## config.mk

```make
export PLATFORM = sky130hd
export DESIGN_NAME = heartbeat_frame_watchdog
export DESIGN_NICKNAME = d
export VERILOG_FILES = /design/src/rtl/hfw_pkg.sv /design/src/rtl/heartbeat_frame_watchdog.sv /design/src/rtl/hfw_core.sv
export SDC_FILE = /design/constraint.sdc
export NUM_CORES = 1
export LEC_CHECK = 0
export ABC_AREA = 1
export BUFFER_PORTS_ARGS = -buffer_cell sky130_fd_sc_hd__buf_2
export CAP_MARGIN = 20
export CORE_ASPECT_RATIO = 1.1
export CORE_MARGIN = 1.5
export CORE_UTILIZATION = 64
export DETAILED_ROUTE_END_ITERATION = 10
export PLACE_DENSITY = 0.84
export SLEW_MARGIN = 15
export SYNTH_ARGS = -nofsm -noshare
export SYNTH_HDL_FRONTEND = slang
export SYNTH_SLANG_ARGS = --single-unit
export TNS_END_PERCENT = 100
```

## constraint.sdc

```tcl
create_clock -name clk_i -period 6.3 [get_ports clk_i]
set_input_delay 1.26 -clock clk_i [delete_from_list [all_inputs] [get_ports clk_i]]
set_output_delay 1.26 -clock clk_i [all_outputs]
set_load 0.01 [all_outputs]
```

## src/rtl/hfw_pkg.sv

```systemverilog
// ----------------------------------------------------------------------------
// hfw_pkg
// Types, constants and the CRC-16/CCITT-FALSE byte step for the heartbeat
// frame watchdog.
// ----------------------------------------------------------------------------
package hfw_pkg;

  localparam logic [15:0] CCITT_GEN     = 16'h1021;
  localparam logic [15:0] CRC_INIT      = 16'hFFFF;
  localparam logic [15:0] CRC_TOP       = 16'h8000;
  localparam logic [31:0] TIMEOUT_RESET = 32'd1000;
  localparam logic [31:0] TICKS_MAX     = 32'hFFFF_FFFF;

  typedef enum logic [1:0] {
    REASON_NONE   = 2'd0,
    REASON_CRC    = 2'd1,
    REASON_REPEAT = 2'd2
  } reason_e;

  typedef enum logic {
    REQ_TICK  = 1'b0,
    REQ_FRAME = 1'b1
  } req_e;

  // Item held in the input register; the marker is already folded into crc_mid.
  typedef struct packed {
    logic        req_type;
    logic [7:0]  seq;
    logic [15:0] crc_mid;
    logic [15:0] rx_crc;
  } hfw_item_t;

  typedef struct packed {
    logic    frame_accepted;
    reason_e reject_reason;
    logic    expired;
  } hfw_result_t;

  // One byte of MSB-first CRC-16, polynomial 0x1021.
  function automatic logic [15:0] crc_byte(input logic [15:0] crc_in,
                                           input logic [7:0]  data);
    logic [15:0] crc;
    crc = crc_in ^ {data, 8'h00};
    for (int k = 0; k < 8; k++) begin
      if ((crc & CRC_TOP) != 16'h0000) begin
        crc = {crc[14:0], 1'b0} ^ CCITT_GEN;
      end else begin
        crc = {crc[14:0], 1'b0};
      end
    end
    return crc;
  endfunction

endpackage

```

## src/rtl/heartbeat_frame_watchdog.sv

```systemverilog
// ----------------------------------------------------------------------------
// heartbeat_frame_watchdog
// Checks CRC-protected heartbeat frames and keeps a tick-based watchdog.
//
//   channel  | handshake                  | payload
//   ---------+----------------------------+-----------------------------------
//   in       | in_valid_i / in_ready_o    | req_type, frame_marker/seq/crc
//   out      | out_valid_o / out_ready_i  | frame_accepted, reject_reason,
//            |                            | expired
//   cfg      | cfg_we_i (no wait)         | cfg_wdata_i -> timeout_ticks
//
// One beat per cycle while out is not stalled; each beat passes through the
// input register, then the result register. The marker byte is folded
// into the CRC on the way into the input register, the sequence byte on the
// way into the result register. Reset clears the watchdog state and loads a
// timeout of 1000. A stall on out holds the result register, and the input
// register once it is full; in keeps taking beats while the input register
// is empty or moving on.
// ----------------------------------------------------------------------------
module heartbeat_frame_watchdog (
  input  logic        clk_i,
  input  logic        rst_ni,
  input  logic        cfg_we_i,
  input  logic [31:0] cfg_wdata_i,
  input  logic        in_valid_i,
  output logic        in_ready_o,
  input  logic        req_type_i,
  input  logic [7:0]  frame_marker_i,
  input  logic [7:0]  frame_seq_i,
  input  logic [15:0] frame_crc_i,
  output logic        out_valid_o,
  input  logic        out_ready_i,
  output logic        frame_accepted_o,
  output logic [1:0]  reject_reason_o,
  output logic        expired_o
);
  import hfw_pkg::*;

  logic [31:0]  timeout_q;
  logic         in_valid_q;
  hfw_item_t    item_q, item_d;
  logic         out_valid_q;
  hfw_result_t  result_q, result_d;
  logic         out_free;
  logic         advance;
  logic         in_fire;

  assign out_free   = !out_valid_q || out_ready_i;
  assign advance    = in_valid_q && out_free;
  assign in_ready_o = !in_valid_q || out_free;
  assign in_fire    = in_valid_i && in_ready_o;

  assign item_d.req_type = req_type_i;
  assign item_d.seq      = frame_seq_i;
  assign item_d.crc_mid  = crc_byte(CRC_INIT, frame_marker_i);
  assign item_d.rx_crc   = frame_crc_i;

  always_ff @(posedge clk_i or negedge rst_ni) begin
    if (!rst_ni) begin
      timeout_q <= TIMEOUT_RESET;
    end else if (cfg_we_i) begin
      timeout_q <= cfg_wdata_i;
    end
  end

  always_ff @(posedge clk_i or negedge rst_ni) begin
    if (!rst_ni) begin
      in_valid_q  <= 1'b0;
      out_valid_q <= 1'b0;
    end else begin
      if (in_ready_o) begin
        in_valid_q <= in_valid_i;
      end
      if (out_free) begin
        out_valid_q <= in_valid_q;
      end
    end
  end

  always_ff @(posedge clk_i) begin
    if (in_fire) begin
      item_q <= item_d;
    end
    if (advance) begin
      result_q <= result_d;
    end
  end

  hfw_core u_core (
    .clk_i     (clk_i),
    .rst_ni    (rst_ni),
    .advance_i (advance),
    .item_i    (item_q),
    .timeout_i (timeout_q),
    .result_o  (result_d)
  );

  assign out_valid_o      = out_valid_q;
  assign frame_accepted_o = result_q.frame_accepted;
  assign reject_reason_o  = result_q.reject_reason;
  assign expired_o        = result_q.expired;

endmodule

```

## src/rtl/hfw_core.sv

```systemverilog
// ----------------------------------------------------------------------------
// hfw_core
// Frame check and watchdog state: finishes the CRC on the sequence byte,
// checks for repeats, advances or clears the tick counter, flags expiry.
// ----------------------------------------------------------------------------
module hfw_core (
  input  logic                clk_i,
  input  logic                rst_ni,
  input  logic                advance_i,
  input  hfw_pkg::hfw_item_t  item_i,
  input  logic [31:0]         timeout_i,
  output hfw_pkg::hfw_result_t result_o
);
  import hfw_pkg::*;

  logic [31:0] elapsed_q, elapsed_d;
  logic [7:0]  last_seq_q, last_seq_d;
  logic        seen_q, seen_d;
  logic [15:0] crc_calc;
  logic        take_frame;

  assign crc_calc = crc_byte(item_i.crc_mid, item_i.seq);

  always_comb begin
    elapsed_d   = elapsed_q;
    last_seq_d  = last_seq_q;
    seen_d      = seen_q;
    take_frame  = 1'b0;
    result_o.reject_reason = REASON_NONE;
    if (item_i.req_type == REQ_FRAME) begin
      if (crc_calc != item_i.rx_crc) begin
        result_o.reject_reason = REASON_CRC;
      end else if (seen_q && (item_i.seq == last_seq_q)) begin
        result_o.reject_reason = REASON_REPEAT;
      end else begin
        take_frame = 1'b1;
        last_seq_d = item_i.seq;
        seen_d     = 1'b1;
        elapsed_d  = '0;
      end
    end else if (elapsed_q != TICKS_MAX) begin
      // saturate at the top instead of wrapping
      elapsed_d = elapsed_q + 32'd1;
    end
    result_o.frame_accepted = take_frame;
    result_o.expired        = (elapsed_d > timeout_i);
  end

  always_ff @(posedge clk_i or negedge rst_ni) begin
    if (!rst_ni) begin
      elapsed_q  <= '0;
      last_seq_q <= '0;
      seen_q     <= 1'b0;
    end else if (advance_i) begin
      elapsed_q  <= elapsed_d;
      last_seq_q <= last_seq_d;
      seen_q     <= seen_d;
    end
  end

endmodule

```

==> results of run 1 <==
## flip-flops by register name, indices dropped and copies added, names as in the netlist
signal	flops
expired_o	1
frame_accepted_o	1
out_valid_o	1
u_core.seen_q	1
in_valid_q	1
u_core.elapsed_q	32
u_core.last_seq_q	8
reject_reason_o	2
timeout_q	32
item_q	40
## worst max-delay path: stages, from the launching register on
cell and delay, ns:
edfxtp_1 0.46, inv_2 0.12, nand2_1 0.07, nand2_1 0.12, nand2_1 0.08, nand3_1 0.10, nand2_1 0.06, nor2_1 0.11
nand2_1 0.08, nor2_2 0.12, nand2_2 0.11, inv_4 0.10, nand3_2 0.35, nand2_1 0.27, inv_1 0.07, ha_1 0.29
a21oi_1 0.15, nor2_1 0.07, nor4_1 0.39, a21oi_1 0.13, nor2_1 0.12, nor2_1 0.04
## Yosys cell counts (13+ instances only)
cell | n | share of area
clkbuf_1 | 14 | 0.0074
dfrtp_1 | 69 | 0.24
edfxtp_1 | 44 | 0.19
ha_1 | 33 | 0.058
inv_1 | 126 | 0.067
inv_2 | 13 | 0.0069
nand2_1 | 265 | 0.14
nand3_1 | 49 | 0.035
nand4_1 | 21 | 0.019
nor2_1 | 54 | 0.029
nor3_1 | 14 | 0.0099
o21ai_0 | 43 | 0.030
o21ai_1 | 17 | 0.012
xnor2_1 | 19 | 0.023
xor2_1 | 23 | 0.028
## power by group through the flow
| stage | Clock, W | Sequential, W | Combinational (W) |
|---|---|---|---|
| global route | 0.000939 | 0.000922 | 0.000381 |
| floorplan | 0 | 0.000918 | 0.000228 |
| detailed placement | 0 | 0.000928 | 0.000320 |
| finish | 0.000898 | 0.000916 | 0.000329 |
| CTS | 0.000905 | 0.000916 | 0.000331 |
| global placement | 0 | 0.000926 | 0.000311 |
## kinds of logic after synthesis
family,synth area share
simple gates,0.2840
xor+xnor,0.05192
flops,0.4525
mux,0.001589
fa+ha+maj,0.05828
compound gates,0.06500
buf+inv,0.08672
## layout make-up
class	count	share of cell area
Sequential cell	119	0.3942
Inverter	141	0.06538
Clock buffer	29	0.06646
Tap cell	147	0.02262
Clock inverter	3	0.001692
Timing Repair Buffer	77	0.04831
Multi-Input combinational cell	609	0.4014
## metrics by stage
step	hold slack (ns)	instances	power (W)
2_1_floorplan	0.4483	888	0.001145
3_3_place_gp	0.4804	1093	0.001237
3_5_place_dp	0.4801	1093	0.001248
4_1_cts	0.4982	1125	0.002151
5_1_grt	0.5148	1125	0.002241
6_report	0.4949	1125	0.002143
## how the worst min path moves through the flow
stage | to | slack, ns
2_1_floorplan | u_core.seen_q | 0.45
3_3_place_gp | u_core.seen_q | 0.48
3_5_place_dp | u_core.seen_q | 0.48
4_1_cts | u_core.seen_q | 0.50
5_1_grt | timeout_q[3] | 0.51
6_report | timeout_q[3] | 0.49
## routing by layer
metal	global-route usage	vias to the layer above	routed length [um]
met5	0	-	0
met4	0.1541	0	554
met3	0.06053	50	812
met2	0.4899	206	7898
met1	0.3452	2792	6526
li1	-	3007	-
==> impl_metrics.tcl, run 1 <==
set metrics [dict create \
    status "complete, no violations" \
    port_buffers 75 \
    r2r_slack_ns 2.65 \
    reg2reg_depth 21 \
    worstPathArrival_ns 3.83 \
    regArea_mm2 0.003206 \
    postSynth.asyncResetShare 0.6303 \
    clockBufferDepth 2 \
    grt_max_degree 76 \
    clk_pin_slew_worst_paths_ns 0.05 \
    multi_input_area_mm2 0.003264 \
    finalCritPeriodShare 0.5791 \
    r2r_start "item_q[39]" \
    cp-end-kind "flip-flop" \
    drc_errors 0 \
    final_common_cell "nand2_1" \
    irDropWorstVdd_v 0.0002516 \
    drtIter0Drc 277 \
    clock-sinks 119 \
    maxSlewHeadroom 0.3524 \
    grt_pass1_vias 5883 \
    area_growth_pct 14.80 \
    setup-tns-final_ns 0 \
    via_per_inst 5.382 \
    holdPathStages 2 \
    syn-cell-area_mm2 0.007084 \
    drt_pass1_iterations 5 \
    dieArea_mm2 0.01171 \
    hold_path.startpoint "timeout_q[3]" \
    synth-edff-count 44 \
    pwr-share-comb 0.153 \
    pin_count 76 \
    synth_cells 888 \
    p_int_w 0.001562 \
    grt_overflow 0 \
    antenna_found_initial 0 \
    tightest_slew_ns 0.9714 \
    grt_pass1_wl_um 25790 \
    tritoncts "yes" \
    clock_latency_ns 0.42 \
    layout_common_cells "265 x nand2_1, 126 x inv_1, 74 x buf_2" \
    fillCellCount 827 \
    placed_area_mm2 0.007579 \
    cts_htree_levels 4 \
    worstPathMaxFanout 21 \
    root_buffer "clkbuf_16" \
    hpwlAfterDp_um 11170 \
    drt_wl_total_um 15790 \
    powerDensity_mw_per_mm2 263.5 \
    rsz0062_at_grt "false" \
    synth_nets 991 \
    n_antenna_cell 0 \
    antenna_left 0 \
    die_w_um 103.3 \
    p_clk_frac 0.419 \
    critPathLaunchType "flip-flop" \
    synth-warning-count 0 \
    hold_violations 0 \
    p_leak_nw 4.187 \
    timing.rr.end "expired_o" \
    syn_area_per_cell_um2 7.978 \
    crit_start "item_q[39]" \
    setup_viol 0 \
    cap_viol_max_count 0 \
    ctsResizeCount 0 \
    yosysUniqueCellTypes 45 \
    final-max-slew-violation-count 0 \
    design.core.area_mm2 0.01086 \
    p_sw_w 0.0005802 \
    gp_congestion 0.8953 \
    route.vias.total 6055 \
    num_rows 40 \
    p_sw_frac 0.2708 \
    setup_ws_ns 2.651 \
    fin_crit_ns 3.649 \
    place_ws_ns 2.698 \
    initial_core_util 0.6523 \
    finalClockSkew_ns 0.009216 \
    ys_seq_area_frac 0.4525 \
    grtUsageTotal 0.2905 \
    hold_buffers 0 \
    ys_ff_latch 119 \
    max_freq_mhz 274.1 \
    post-cts-setup-buffers 0 \
    drive_above_1_share 0.1575 \
    wl_per_cell_um 14.04 \
    fp.dieH_um 113.3 \
    seqPwrFrac 0.428 \
    crit_path_end "expired_o" \
    cts_buffers 17 \
    post-route-util 0.7488 \
    ys.flop_type "dfrtp_1" \
    fin_nets 1068 \
    hold_path.class "flip-flop to flip-flop" \
    required_ns 6.48 \
    crit_type "flip-flop to flip-flop" \
    final_area_mm2 0.008133 \
]
Note: power is estimated with default switching activity, not from simulation.
==> run 2, diff against run 1 <==
ABC_AREA = 0   (was 1)
CORE_UTILIZATION = 53   (was 64)
PLACE_DENSITY = 0.74   (was 0.84)
clock period = 3.25 ns   (was 6.3 ns; I/O delays follow)
==> run 2 against run 1 <==
The run now ends with setup timing left. Cell count decreased by 10%. Core utilization decreased by 4.4 points. Worst setup slack got worse by 3.0 ns. Non-clock buffer count increased by 96. Clock-buffer cell count decreased by 12. Flip-flop and latch count unchanged. First-iteration DRC count increased by 20%. Synthesized cell count decreased by 24%. Sequential share of layout area decreased by 2.1 points. Register-to-register slack got worse by 3.0 ns. Sequential power increased by 90%. Clock power increased by 110%. Critical endpoint unchanged. Largest cell class unchanged.
==> impl_metrics.tcl, run 2 <==
set metrics [dict create \
    status "complete, but fails checks" \
    violations "setup timing" \
    cts_htree_levels 4 \
    finalClockSkew_ns 0.006904 \
    antenna_left 0 \
    crit_buf_inv 2 \
    critPathLaunchType "flip-flop" \
    fp.dieH_um 121.0 \
    path_common_cell "a21o_1" \
    drc_errors 0 \
    hold_path.class "input port to asynchronous set/reset pin" \
    initial_core_util 0.5500 \
    synth.mux.area_fraction 0.02706 \
    finalCritPeriodShare 1.098 \
    synthMostInstantiatedCell "nand2_1" \
    cts_buffers 17 \
    yosysTopAreaCellShare 0.2575 \
    largest_reg_flops 40 \
    hold_buffers 0 \
    ys_ff_latch 119 \
    grt_pass1_vias 5548 \
    post_synth_most_frequent_cells "77 x nand2_1, 69 x dfrtp_1, 52 x inv_1" \
    top_regs "item_q: 40 flops, timeout_q: 32 flops, u_core.elapsed_q: 32 flops" \
    synthTopCellsByArea "dfrtp_1 26%, edfxtp_1 20%, ha_1 6.2%, xnor2_1 5.2%, nand2_1 4.3%" \
    cp_top_family "compound AO/OA/AOI/OAI gates" \
    worstPathArrival_ns 3.74 \
    fin_crit_ns 3.570 \
    wl_per_cell_um 15.72 \
    final_area_mm2 0.008592 \
    r2r_slack_ns -0.32 \
    antenna_found_initial 0 \
    timing.rr.end "expired_o" \
    r2r_start "item_q[29]" \
    drt_wl_total_um 15870 \
    drtIter0Drc 333 \
    cp_slowest_stage_delay_ns 0.55 \
    route.vias.total 5456 \
    yosysUniqueCellTypes 59 \
    synth-warning-count 0 \
    fin_nets 946 \
    gp_congestion 0.8976 \
    layout_common_cells "95 x buf_4, 77 x nand2_1, 75 x buf_2" \
    irDropWorstVdd_v 0.0003799 \
    placed_area_mm2 0.007935 \
    post-synth-top-area-cell "dfrtp_1" \
    final-max-slew-violation-count 0 \
    pin_count 76 \
    setup_ws_ns -0.3200 \
    port_buffers 75 \
    max_freq_mhz 280.1 \
    maxSlewHeadroom 0.5559 \
    setup-tns-final_ns -0.3200 \
    crit_chain "xor2_2 -> xor2_1 -> or4_4 -> a22oi_4 -> nand4bb_1 -> inv_1 -> nor2_1 -> ha_1 -> a21o_1 -> a21o_1 -> a21o_1 -> a2111oi_4 -> o221ai_2 -> inv_1 -> a21oi_1" \
    syn_area_per_cell_um2 9.875 \
    ys.flop_type "dfrtp_1" \
    clock_latency_ns 0.42 \
    via_per_inst 5.402 \
    crit_cells 15 \
    final_common_cell "buf_4" \
    clk_pin_slew_worst_paths_ns 0.06 \
    worstPathMaxFanout 3 \
    grt_max_degree 76 \
    setup_viol 1 \
    n_antenna_cell 0 \
    tightest_slew_ns 0.6661 \
    root_buffer "clkbuf_16" \
    cap_viol_max_count 0 \
    hold_violations 0 \
    drive_above_1_share 0.2815 \
    p_leak_nw 3.896 \
    grtUsageTotal 0.2558 \
    num_rows 42 \
    reg2reg_depth 15 \
    synth-edff-count 44 \
    synthAdderAreaFrac 0.06158 \
    syn-cell-area_mm2 0.006705 \
    grt_overflow 0 \
    critical_path.slowest_cell "or4_4" \
    tritoncts "yes" \
    place_ws_ns -0.3657 \
    drt_pass1_iterations 5 \
    die_w_um 110.2 \
    powerDensity_mw_per_mm2 523.3 \
    cp-end-kind "flip-flop" \
    synthSimpleGateAreaFrac 0.1804 \
    crit_type "flip-flop to flip-flop" \
    design.core.area_mm2 0.01219 \
    grt_pass1_wl_um 25780 \
    hpwlAfterDp_um 11580 \
    synth_cells 679 \
    dieArea_mm2 0.01334 \
    synth_xor_area_frac 0.09218 \
    top_register "item_q" \
    synth_nets 782 \
    synth_compound_area_frac 0.1133 \
    clockBufferDepth 2 \
    clock-sinks 119 \
    ys_seq_area_frac 0.4781 \
    required_ns 3.42 \
    synth_top_family_by_area "simple AND/OR/NAND/NOR gates" \
    rsz0062_at_grt "true" \
    area_growth_pct 28.14 \
    postSynth.asyncResetShare 0.6303 \
]
[run 2: cell type report]
class	count	area [um2]
Multi-Input combinational cell	480	3244
Clock inverter	15	180.2
Clock buffer	17	425.4
Inverter	52	195.2
Fill cell	930	3600
Timing Repair Buffer	173	1149
Tap cell	154	192.7
Sequential cell	119	3206
[run 2: layer usage]
layer	vias to the layer above	wire, um	track usage
met5	-	0	0
met4	0	435	0.1146
met3	34	695	0.04941
met2	151	8020	0.4421
met1	2562	6721	0.3047
li1	2709	-	-
[run 2: kinds of logic after synthesis]
kind of cell | count (synthesis)
flops | 119
compound gates | 122
mux | 14
fa+ha+maj | 33
xor+xnor | 68
buf+inv | 80
simple gates | 243
[run 2: power by group]
| group | leakage (nW) | total, W | internal, W | switching [W] |
|---|---|---|---|---|
| Clock | 0.279 | 0.00191 | 0.00120 | 0.000710 |
| Sequential | 1.30 | 0.00174 | 0.00169 | 0.0000515 |
| Combinational | 2.32 | 0.000841 | 0.000392 | 0.000448 |
| Total | 3.90 | 0.00450 | 0.00329 | 0.00121 |
[run 2: worst max-delay path by stage]
stage | slack (ns) | end | from
CTS | -0.33 | expired_o | item_q[29]
floorplan | -0.27 | expired_o | item_q[37]
global placement | -0.31 | expired_o | item_q[29]
global route | -0.49 | expired_o | item_q[29]
detailed placement | -0.37 | expired_o | item_q[29]
finish | -0.32 | expired_o | item_q[29]
[run 2: metrics by stage]
step                      utilization  hold WS [ns]  power (W)  cells
after floorplan                     -        0.3544   0.002253    679
final                          0.7047        0.2356   0.004496   1010
after detailed placement       0.6509        0.4559   0.002591    976
after global routing           0.7047        0.2763   0.004695   1010
after CTS                      0.7032        0.2797   0.004518   1009
after global placement         0.6509        0.4509   0.002543    976
[run 2: timing repair]
item | CTS | global route
gates resized for setup | 4 | 2
endpoints found under the setup margin | 1 | 1
pin swaps | 3 | 1
buffers inserted | 1 | 1
